`src/hdl/ecpa_pkg.sv`:
```
// Package with the widths, payload types, register indexes and modular helpers of the EC block.
package ecpa_pkg;

  localparam int COORD_W    = 6;
  localparam int SCALAR_W   = 8;
  localparam int CFG_IDX_W  = 2;
  localparam int CFG_DATA_W = 8;

  typedef logic [COORD_W-1:0]  coord_t;
  typedef logic [COORD_W:0]    coord_ext_t;
  typedef logic [SCALAR_W-1:0] scalar_t;

  // Configuration register indexes.
  typedef enum logic [CFG_IDX_W-1:0] {
    REG_FIELD_PRIME = 2'd0,
    REG_CURVE_A     = 2'd1,
    REG_GROUP_ORDER = 2'd2
  } cfg_reg_e;

  localparam coord_t  FIELD_PRIME_RST = coord_t'(37);
  localparam coord_t  CURVE_A_RST     = coord_t'(2);
  localparam scalar_t GROUP_ORDER_RST = scalar_t'(43);
  localparam coord_t  MIN_PRIME       = coord_t'(3);

  typedef struct packed {
    logic    kind;
    scalar_t scalar;
    coord_t  a_x;
    coord_t  a_y;
    coord_t  b_x;
    coord_t  b_y;
  } ecpa_in_t;

  typedef struct packed {
    coord_t res_x;
    coord_t res_y;
    logic   at_infinity;
  } ecpa_out_t;

  // Request to the modular multiplier: u must be below p, v may be any value.
  typedef struct packed {
    logic   start;
    coord_t u;
    coord_t v;
    coord_t p;
  } mm_req_t;

  // Request to the inverse search: v must be below p.
  typedef struct packed {
    logic   start;
    coord_t v;
    coord_t p;
  } inv_req_t;

  typedef struct packed {
    logic   done;
    coord_t res;
  } unit_resp_t;

  // Sum of two residues below p, reduced once.
  function automatic coord_t add_mod(coord_t a, coord_t b, coord_t p);
    coord_ext_t s;
    s = {1'b0, a} + {1'b0, b};
    if (s >= {1'b0, p}) begin
      s = s - {1'b0, p};
    end
    return s[COORD_W-1:0];
  endfunction

  // Difference of two residues below p, wrapped into the field.
  function automatic coord_t sub_mod(coord_t a, coord_t b, coord_t p);
    coord_ext_t s;
    if (a >= b) begin
      s = {1'b0, a} - {1'b0, b};
    end else begin
      s = {1'b0, a} + {1'b0, p} - {1'b0, b};
    end
    return s[COORD_W-1:0];
  endfunction

endpackage

```
`src/hdl/ecpa_mulmod.sv`:
```
// Bit-serial modular multiplier: one bit of the multiplier per cycle, MSB first.
module ecpa_mulmod (
  input  logic              clk_i,
  input  logic              rst_ni,
  input  ecpa_pkg::mm_req_t req_i,
  output ecpa_pkg::unit_resp_t resp_o
);
  import ecpa_pkg::*;

  localparam int CNT_W = $clog2(COORD_W);

  logic             busy_q;
  logic             done_q;
  coord_t           r_q;
  coord_t           u_q;
  coord_t           v_q;
  coord_t           p_q;
  logic [CNT_W-1:0] cnt_q;
  coord_t           dbl;
  coord_t           nxt;

  // Double the partial result, then add u when the current bit is set.
  always_comb begin
    dbl = add_mod(r_q, r_q, p_q);
    nxt = v_q[COORD_W-1] ? add_mod(dbl, u_q, p_q) : dbl;
  end

  always_ff @(posedge clk_i or negedge rst_ni) begin
    if (!rst_ni) begin
      busy_q <= 1'b0;
      done_q <= 1'b0;
    end else begin
      done_q <= 1'b0;
      if (req_i.start) begin
        busy_q <= 1'b1;
        r_q    <= '0;
        u_q    <= req_i.u;
        v_q    <= req_i.v;
        p_q    <= req_i.p;
        cnt_q  <= CNT_W'(COORD_W - 1);
      end else if (busy_q) begin
        r_q <= nxt;
        v_q <= {v_q[COORD_W-2:0], 1'b0};
        if (cnt_q == '0) begin
          busy_q <= 1'b0;
          done_q <= 1'b1;
        end else begin
          cnt_q <= cnt_q - CNT_W'(1);
        end
      end
    end
  end

  assign resp_o.done = done_q;
  assign resp_o.res  = r_q;

  // A new operation never lands on one in flight.
  a_start_idle: assert property (@(posedge clk_i) disable iff (!rst_ni)
    req_i.start |-> !busy_q)
    else $error("mulmod started while busy");

  // The result pulse follows the last step of a running operation.
  a_done_after_busy: assert property (@(posedge clk_i) disable iff (!rst_ni)
    done_q |-> $past(busy_q))
    else $error("mulmod done without a running operation");

endmodule

```
`src/hdl/ecpa_inv.sv`:
```
// Modular inverse by linear search: keeps v*i mod p with one add per candidate i.
module ecpa_inv (
  input  logic               clk_i,
  input  logic               rst_ni,
  input  ecpa_pkg::inv_req_t req_i,
  output ecpa_pkg::unit_resp_t resp_o
);
  import ecpa_pkg::*;

  logic   busy_q;
  logic   done_q;
  coord_t r_q;
  coord_t i_q;
  coord_t v_q;
  coord_t p_q;
  coord_t res_q;

  always_ff @(posedge clk_i or negedge rst_ni) begin
    if (!rst_ni) begin
      busy_q <= 1'b0;
      done_q <= 1'b0;
    end else begin
      done_q <= 1'b0;
      if (req_i.start) begin
        busy_q <= 1'b1;
        r_q    <= req_i.v;
        v_q    <= req_i.v;
        p_q    <= req_i.p;
        i_q    <= coord_t'(1);
      end else if (busy_q) begin
        if (r_q == coord_t'(1)) begin
          // Found the inverse.
          res_q  <= i_q;
          busy_q <= 1'b0;
          done_q <= 1'b1;
        end else if (i_q == p_q - coord_t'(1)) begin
          // No inverse exists: report zero.
          res_q  <= '0;
          busy_q <= 1'b0;
          done_q <= 1'b1;
        end else begin
          i_q <= i_q + coord_t'(1);
          r_q <= add_mod(r_q, v_q, p_q);
        end
      end
    end
  end

  assign resp_o.done = done_q;
  assign resp_o.res  = res_q;

endmodule

```
`src/hdl/ec_point_add_scalar_mult.sv`:
```
// Top level: configuration registers, operation sequencer and result register of the EC block.
// A scalar multiply runs one point addition per remaining multiple of the reduced scalar.
// Each addition is bounded by the inverse search and up to four passes of the
// bit-serial multiplier. One item is in work at a time.
// Reset restores field_prime 37, curve_a 2, group_order 43 and leaves no result pending.
module ec_point_add_scalar_mult (
  input  logic                                clk_i,
  input  logic                                rst_ni,
  input  logic                                in_valid_i,
  output logic                                in_ready_o,
  input  ecpa_pkg::ecpa_in_t                  in_data_i,
  output logic                                out_valid_o,
  input  logic                                out_ready_i,
  output ecpa_pkg::ecpa_out_t                 out_data_o,
  input  logic                                cfg_we_i,
  input  logic [ecpa_pkg::CFG_IDX_W-1:0]      cfg_idx_i,
  input  logic [ecpa_pkg::CFG_DATA_W-1:0]     cfg_data_i
);
  import ecpa_pkg::*;

  localparam int KBIT_W = $clog2(SCALAR_W);

  typedef enum logic [4:0] {
    S_IDLE, S_RED_CA, S_RED_AX, S_RED_AY, S_RED_BX, S_RED_BY, S_KRED, S_KSET,
    S_ADD_CHK, S_DBL_SQ, S_DBL_NUM, S_INV, S_MUL_S, S_SQ_S, S_RX, S_MUL_Y, S_RY, S_DONE
  } state_e;

  state_e  state_q;
  coord_t  field_prime_q;
  coord_t  curve_a_q;
  scalar_t group_order_q;
  coord_t  p_now;

  logic    mm_pend_q;
  logic    inv_pend_q;
  logic    kind_q;
  coord_t  p_q;
  coord_t  ca_q;
  coord_t  ax_q;
  coord_t  ay_q;
  logic    ainf_q;
  coord_t  bx_q;
  coord_t  by_q;
  logic    binf_q;
  coord_t  t_q;
  coord_t  d_q;
  coord_t  s_q;
  coord_t  rx_q;
  logic    dbl_q;
  scalar_t cnt_q;
  scalar_t ksh_q;
  scalar_t rem_q;
  logic [KBIT_W-1:0] kbit_q;
  logic      out_valid_q;
  ecpa_out_t out_q;

  mm_req_t    mm_req;
  inv_req_t   inv_req;
  unit_resp_t mm_resp;
  unit_resp_t inv_resp;

  logic       accept;
  logic [SCALAR_W:0] krem_t;
  coord_t     rx_new;
  coord_t     num_dbl;

  // Configuration registers.
  always_ff @(posedge clk_i or negedge rst_ni) begin
    if (!rst_ni) begin
      field_prime_q <= FIELD_PRIME_RST;
      curve_a_q     <= CURVE_A_RST;
      group_order_q <= GROUP_ORDER_RST;
    end else if (cfg_we_i) begin
      if (cfg_idx_i == REG_FIELD_PRIME) begin
        field_prime_q <= cfg_data_i[COORD_W-1:0];
      end else if (cfg_idx_i == REG_CURVE_A) begin
        curve_a_q <= cfg_data_i[COORD_W-1:0];
      end else if (cfg_idx_i == REG_GROUP_ORDER) begin
        group_order_q <= cfg_data_i[SCALAR_W-1:0];
      end
    end
  end

  // Effective modulus: anything below three counts as three.
  assign p_now = (field_prime_q < MIN_PRIME) ? MIN_PRIME : field_prime_q;

  assign in_ready_o = (state_q == S_IDLE);
  assign accept     = in_valid_i && in_ready_o;

  // Operand selection for the shared multiplier and the inverse search.
  always_comb begin
    mm_req.start = 1'b0;
    mm_req.u     = coord_t'(1);
    mm_req.v     = ax_q;
    mm_req.p     = p_q;
    unique case (state_q)
      S_RED_CA: begin
        mm_req.start = !mm_pend_q;
        mm_req.v     = ca_q;
      end
      S_RED_AX: begin
        mm_req.start = !mm_pend_q;
        mm_req.v     = ax_q;
      end
      S_RED_AY: begin
        mm_req.start = !mm_pend_q;
        mm_req.v     = ay_q;
      end
      S_RED_BX: begin
        mm_req.start = !mm_pend_q;
        mm_req.v     = bx_q;
      end
      S_RED_BY: begin
        mm_req.start = !mm_pend_q;
        mm_req.v     = by_q;
      end
      S_DBL_SQ: begin
        mm_req.start = !mm_pend_q;
        mm_req.u     = ax_q;
        mm_req.v     = ax_q;
      end
      S_MUL_S: begin
        mm_req.start = !mm_pend_q;
        mm_req.u     = t_q;
        mm_req.v     = d_q;
      end
      S_SQ_S: begin
        mm_req.start = !mm_pend_q;
        mm_req.u     = s_q;
        mm_req.v     = s_q;
      end
      S_MUL_Y: begin
        mm_req.start = !mm_pend_q;
        mm_req.u     = s_q;
        mm_req.v     = t_q;
      end
      default: begin
        mm_req.start = 1'b0;
      end
    endcase
    inv_req.start = !inv_pend_q && (state_q == S_INV);
    inv_req.v     = d_q;
    inv_req.p     = p_q;
  end

  // Restoring remainder step for the scalar, and the slope and x formulas.
  always_comb begin
    krem_t = {rem_q, ksh_q[SCALAR_W-1]};
    if (krem_t >= {1'b0, group_order_q}) begin
      krem_t = krem_t - {1'b0, group_order_q};
    end
    num_dbl = add_mod(add_mod(add_mod(t_q, t_q, p_q), t_q, p_q), ca_q, p_q);
    rx_new  = dbl_q ? sub_mod(t_q, add_mod(ax_q, ax_q, p_q), p_q)
                    : sub_mod(sub_mod(t_q, ax_q, p_q), bx_q, p_q);
  end

  ecpa_mulmod u_mulmod (
    .clk_i  (clk_i),
    .rst_ni (rst_ni),
    .req_i  (mm_req),
    .resp_o (mm_resp)
  );

  ecpa_inv u_inv (
    .clk_i  (clk_i),
    .rst_ni (rst_ni),
    .req_i  (inv_req),
    .resp_o (inv_resp)
  );

  // Sequencer and result register.
  always_ff @(posedge clk_i or negedge rst_ni) begin
    if (!rst_ni) begin
      state_q     <= S_IDLE;
      mm_pend_q   <= 1'b0;
      inv_pend_q  <= 1'b0;
      out_valid_q <= 1'b0;
    end else begin
      if (mm_req.start) begin
        mm_pend_q <= 1'b1;
      end else if (mm_resp.done) begin
        mm_pend_q <= 1'b0;
      end
      if (inv_req.start) begin
        inv_pend_q <= 1'b1;
      end else if (inv_resp.done) begin
        inv_pend_q <= 1'b0;
      end
      // The result beat leaves here unless a new one is loaded in the same cycle.
      if (out_valid_q && out_ready_i && (state_q != S_DONE)) begin
        out_valid_q <= 1'b0;
      end

      unique case (state_q)
        S_IDLE: begin
          if (accept) begin
            kind_q <= in_data_i.kind;
            p_q    <= p_now;
            ca_q   <= curve_a_q;
            ax_q   <= in_data_i.a_x;
            ay_q   <= in_data_i.a_y;
            bx_q   <= in_data_i.b_x;
            by_q   <= in_data_i.b_y;
            ainf_q <= (in_data_i.a_x == p_now);
            binf_q <= (in_data_i.b_x == p_now);
            ksh_q  <= in_data_i.scalar;
            rem_q  <= '0;
            kbit_q <= KBIT_W'(SCALAR_W - 1);
            state_q <= S_RED_CA;
          end
        end
        S_RED_CA: begin
          if (mm_resp.done) begin
            ca_q    <= mm_resp.res;
            state_q <= S_RED_AX;
          end
        end
        S_RED_AX: begin
          if (mm_resp.done) begin
            ax_q    <= mm_resp.res;
            state_q <= S_RED_AY;
          end
        end
        S_RED_AY: begin
          if (mm_resp.done) begin
            ay_q    <= mm_resp.res;
            state_q <= kind_q ? S_KRED : S_RED_BX;
          end
        end
        S_RED_BX: begin
          if (mm_resp.done) begin
            bx_q    <= mm_resp.res;
            state_q <= S_RED_BY;
          end
        end
        S_RED_BY: begin
          if (mm_resp.done) begin
            by_q    <= mm_resp.res;
            cnt_q   <= scalar_t'(2);
            state_q <= S_ADD_CHK;
          end
        end
        S_KRED: begin
          if (group_order_q == '0) begin
            // No reduction when the group order is zero.
            rem_q   <= ksh_q;
            state_q <= S_KSET;
          end else begin
            rem_q <= krem_t[SCALAR_W-1:0];
            ksh_q <= {ksh_q[SCALAR_W-2:0], 1'b0};
            if (kbit_q == '0) begin
              state_q <= S_KSET;
            end else begin
              kbit_q <= kbit_q - KBIT_W'(1);
            end
          end
        end
        S_KSET: begin
          // A reduced scalar of zero acts as one; the sum starts at A.
          cnt_q   <= (rem_q == '0) ? scalar_t'(1) : rem_q;
          bx_q    <= ax_q;
          by_q    <= ay_q;
          binf_q  <= ainf_q;
          state_q <= S_ADD_CHK;
        end
        S_ADD_CHK: begin
          if (cnt_q == scalar_t'(1)) begin
            state_q <= S_DONE;
          end else if (ainf_q) begin
            cnt_q <= cnt_q - scalar_t'(1);
          end else if (binf_q) begin
            bx_q   <= ax_q;
            by_q   <= ay_q;
            binf_q <= 1'b0;
            cnt_q  <= cnt_q - scalar_t'(1);
          end else if (ax_q == bx_q) begin
            if (ay_q != by_q || ay_q == '0) begin
              // Opposite points, or a doubling with y zero.
              binf_q <= 1'b1;
              cnt_q  <= cnt_q - scalar_t'(1);
            end else begin
              state_q <= S_DBL_SQ;
            end
          end else begin
            t_q     <= sub_mod(ay_q, by_q, p_q);
            d_q     <= sub_mod(ax_q, bx_q, p_q);
            dbl_q   <= 1'b0;
            state_q <= S_INV;
          end
        end
        S_DBL_SQ: begin
          if (mm_resp.done) begin
            t_q     <= mm_resp.res;
            state_q <= S_DBL_NUM;
          end
        end
        S_DBL_NUM: begin
          t_q     <= num_dbl;
          d_q     <= add_mod(ay_q, ay_q, p_q);
          dbl_q   <= 1'b1;
          state_q <= S_INV;
        end
        S_INV: begin
          if (inv_resp.done) begin
            d_q     <= inv_resp.res;
            state_q <= S_MUL_S;
          end
        end
        S_MUL_S: begin
          if (mm_resp.done) begin
            s_q     <= mm_resp.res;
            state_q <= S_SQ_S;
          end
        end
        S_SQ_S: begin
          if (mm_resp.done) begin
            t_q     <= mm_resp.res;
            state_q <= S_RX;
          end
        end
        S_RX: begin
          rx_q    <= rx_new;
          t_q     <= sub_mod(ax_q, rx_new, p_q);
          state_q <= S_MUL_Y;
        end
        S_MUL_Y: begin
          if (mm_resp.done) begin
            t_q     <= mm_resp.res;
            state_q <= S_RY;
          end
        end
        S_RY: begin
          bx_q    <= rx_q;
          by_q    <= sub_mod(t_q, ay_q, p_q);
          binf_q  <= 1'b0;
          cnt_q   <= cnt_q - scalar_t'(1);
          state_q <= S_ADD_CHK;
        end
        S_DONE: begin
          if (!out_valid_q || out_ready_i) begin
            out_valid_q       <= 1'b1;
            out_q.res_x       <= binf_q ? p_q : bx_q;
            out_q.res_y       <= binf_q ? p_q : by_q;
            out_q.at_infinity <= binf_q;
            state_q           <= S_IDLE;
          end
        end
        default: begin
          state_q <= S_IDLE;
        end
      endcase
    end
  end

  assign out_valid_o = out_valid_q;
  assign out_data_o  = out_q;

  // A multiplier result only arrives for a request the sequencer is waiting on.
  a_mm_pending: assert property (@(posedge clk_i) disable iff (!rst_ni)
    mm_resp.done |-> mm_pend_q)
    else $error("unexpected multiplier result");

  // Same for the inverse search.
  a_inv_pending: assert property (@(posedge clk_i) disable iff (!rst_ni)
    inv_resp.done |-> inv_pend_q)
    else $error("unexpected inverse result");

  // A finite result lies inside the field.
  a_res_in_field: assert property (@(posedge clk_i) disable iff (!rst_ni)
    (out_valid_o && !out_data_o.at_infinity) |->
      (out_data_o.res_x < p_now) && (out_data_o.res_y < p_now))
    else $error("finite result outside the field");

endmodule
```
`config.mk`:
```
export PLATFORM = sky130hd
export DESIGN_NAME = ec_point_add_scalar_mult
export DESIGN_NICKNAME = d
export VERILOG_FILES = /design/src/hdl/ecpa_pkg.sv /design/src/hdl/ecpa_mulmod.sv /design/src/hdl/ecpa_inv.sv /design/src/hdl/ec_point_add_scalar_mult.sv
export SDC_FILE = /design/constraint.sdc
export NUM_CORES = 1
export LEC_CHECK = 0
export BUFFER_PORTS_ARGS = -buffer_cell sky130_fd_sc_hd__buf_4
export CORE_UTILIZATION = 39
export CTS_CLUSTER_SIZE = 12
export DETAILED_ROUTE_END_ITERATION = 10
export PLACE_DENSITY_LB_ADDON = 0.1
export SETUP_SLACK_MARGIN = 0.15
export SKIP_LAST_GASP = 1
export SLEW_MARGIN = 10
export SYNTH_ARGS = -nofsm -noshare
export SYNTH_HDL_FRONTEND = slang
export SYNTH_SLANG_ARGS = --single-unit
```
`constraint.sdc`:
```
create_clock -name clk_i -period 23 [get_ports clk_i]
set_input_delay 1.15 -clock clk_i [delete_from_list [all_inputs] [get_ports clk_i]]
set_output_delay 1.15 -clock clk_i [all_outputs]
set_load 0.01 [all_outputs]
```
==> results.sh <==
export IMPL_port_buffers=62
export IMPL_cts_resized=0
export IMPL_synth_main_ff_cell="edfxtp_1"
export IMPL_cts_setup_buffers=0
export IMPL_final_fill_count=4077
export IMPL_status="completed"
export IMPL_insertion_delay_ns=0.49
export IMPL_worst_ep_required_time_ns=23.19
export IMPL_hold_class="reg -> reg"
export IMPL_crit_buf_inv=1
export IMPL_cp_start_kind="register"
export IMPL_path_max_fanout=11
export IMPL_netlist_instances=1741
export IMPL_timing_hold_ws_ns=0.4996
export IMPL_rsz0062_at_grt="no"
export IMPL_grt_ovfl_total=0
export IMPL_ant_nets=0
export IMPL_gr_usage_all_layers=0.2536
export IMPL_maxCapViolCount=0
export IMPL_slew_violations=0
export IMPL_cts_root_buf="clkbuf_16"
export IMPL_drt_pre_antenna_iters=10
export IMPL_remaining_drc_errors=0
export IMPL_drt_iter0_markers=1171
export IMPL_totalWireLength_mm=53.82
export IMPL_fin_crit_ns=9.130
export IMPL_async_reset_ff_frac=0.1658
export IMPL_endpoint_kind="register"
export IMPL_nets=2058
export IMPL_synth_nets=2001
export IMPL_multi_input_area_um2=10250
export IMPL_start_util=0.3956
export IMPL_cts_hold_buf=0
export IMPL_critPathKind="reg -> reg"
export IMPL_slew_headroom=0.1595
export IMPL_die_width_um=208.5
export IMPL_max_stage_delay_ns=0.87
export IMPL_clk_pin_slew_ns=0.09
export IMPL_worst_ep_arrival_time_ns=9.32
export IMPL_grt_max_degree=49
export IMPL_antenna_found_initial=0
export IMPL_die_h_um=208.5
export IMPL_synthDistinctLibCells=87
export IMPL_vias_per_cell=5.690
export IMPL_syn_area_um2=16630
export IMPL_max_clock_freq_ghz=0.1095
export IMPL_seq_area_frac_synth=0.3395
export IMPL_finalHoldViolations=0
export IMPL_numCtsBuffers=17
export IMPL_post_route_period_util=0.3970
export IMPL_antenna_cells=0
export IMPL_grt_pass1_vias=13190
export IMPL_finalClockSkew_ns=0.01905
export IMPL_layout_drive_gt1_share=0.1132
export IMPL_synth_edff_count=161
export IMPL_pin_count=63
export IMPL_grt_pass1_wl_mm=81.45
export IMPL_hpwlAfterDp_mm=41.95
export IMPL_clockBufferDepth=2
export IMPL_cp_top_family="compound AO/OA/AOI/OAI gates"
export IMPL_cts_sinks=193
export IMPL_yosysWarningCount=0
export IMPL_cts_tree="built"
export IMPL_final_setup_tns_ns=0
export IMPL_die_area_um2=43470
export IMPL_wl_per_cell_um=22.90
export IMPL_core_rowCount=75
export IMPL_setup_violations=0
export IMPL_vias=13370
export IMPL_ys_seq_elements=193
export IMPL_synthToLayoutAreaGrowth_pct=10.42
export IMPL_core_um2=42040
export IMPL_cts_max_level=4
export IMPL_gp_congestion=0.9293
export IMPL_final_util=0.4368
export IMPL_syn_avg_cell_area_um2=9.553
export IMPL_cp_slowest_cell="edfxtp_1"
export IMPL_worstMarginPinSlew_ns=1.261
export IMPL_ff_latch_area_um2=5645
## synthesized netlist by cell type, types with 23 or more instances
| cell type | count | area (µm²) |
|---|---|---|
| ha_1 | 175 | 2190 |
| nand2_1 | 163 | 611.8 |
| edfxtp_1 | 161 | 4835 |
| inv_1 | 145 | 544.3 |
| a21oi_1 | 122 | 610.6 |
| o21ai_0 | 122 | 610.6 |
| nor2_1 | 115 | 431.7 |
| xnor2_1 | 83 | 727.0 |
| a21o_1 | 52 | 390.4 |
| mux2_2 | 51 | 574.3 |
| xor2_1 | 49 | 429.2 |
| clkbuf_1 | 42 | 157.7 |
| fa_1 | 37 | 740.7 |
| nor2b_1 | 37 | 231.5 |
| nor3_1 | 30 | 150.1 |
| mux2i_1 | 28 | 280.3 |
| dfrtp_1 | 24 | 600.6 |
| a222oi_1 | 23 | 230.2 |
## metal layers
metal  global-route usage  wire [µm]
met1               0.3482      24900
met2               0.4066      24750
met3              0.04438       3029
met4              0.07484       1146
met5                    0          0
## cell type report
type,instances,share of cell area
clock buffer,19,0.02357
clock inverter,13,0.008857
inverter,146,0.02984
multi-input combinational,1354,0.5584
sequential,193,0.3074
tap,539,0.03672
timing repair buffer,86,0.03516
## logic make-up after synthesis
logic type      share of synthesized area
simple gates                       0.1344
buf+inv                           0.04469
mux                               0.05206
flops                              0.3395
fa+ha+maj                          0.1762
compound gates                     0.1827
xor+xnor                          0.07049
## per-stage QoR
step	cell area [µm²]	cells	setup WS (ns)
after CTS	18360	2350	13.85
final	18360	2350	13.87
after global placement	17770	2318	14.15
after floorplan	16630	1741	15.18
after detailed placement	17770	2318	13.94
after global routing	18360	2350	13.08
## state kept, by name, summed over array words and instances (netlist names), 8 cells and up
register / flops
out_data_o: 13
cnt_q: 8
group_order_q: 8
ksh_q: 8
rem_q: 8
## worst paths after layout
kind | from | slack [ns] | depth (start not counted) | end
max in group asynchronous | rst_ni | 21.61 | 2 | u_inv.busy_q
worst max-delay path | p_q[1] | 13.87 | 32 | t_q[0]
worst min-delay path | u_mulmod.cnt_q[2] | 0.50 | 1 | u_mulmod.done_q
min in group asynchronous | rst_ni | 0.52 | 1 | state_q[1]
worst max register to register | p_q[1] | 13.87 | 32 | t_q[0]
worst min register to register | u_mulmod.cnt_q[2] | 0.50 | 1 | u_mulmod.done_q
## cell usage in the layout (no fill, tap or decap), drive strengths merged, types with 12 or more instances in the layout
cell / synthesis / final
a21o: 53 / 53
and2: 16 / 16
nand2: 163 / 163
nor2: 115 / 115
nor3: 30 / 30
nor4: 12 / 12
nand2b: 18 / 18
buf: 6 / 86
nor2b: 37 / 37
a222oi: 23 / 23
clkbuf: 42 / 19
mux2: 52 / 52
fa: 37 / 37
edfxtp: 161 / 161
ha: 175 / 175
nand3: 15 / 15
a21oi: 124 / 124
mux2i: 28 / 28
or3: 13 / 13
and3: 14 / 14
a22oi: 15 / 15
xnor2: 84 / 84
inv: 146 / 147
dfrtp: 24 / 24
o21ai: 125 / 125
xor2: 49 / 49
Power is not shown: default switching activity piles up to over one toggle a cycle in this logic, so the estimate is an artifact.
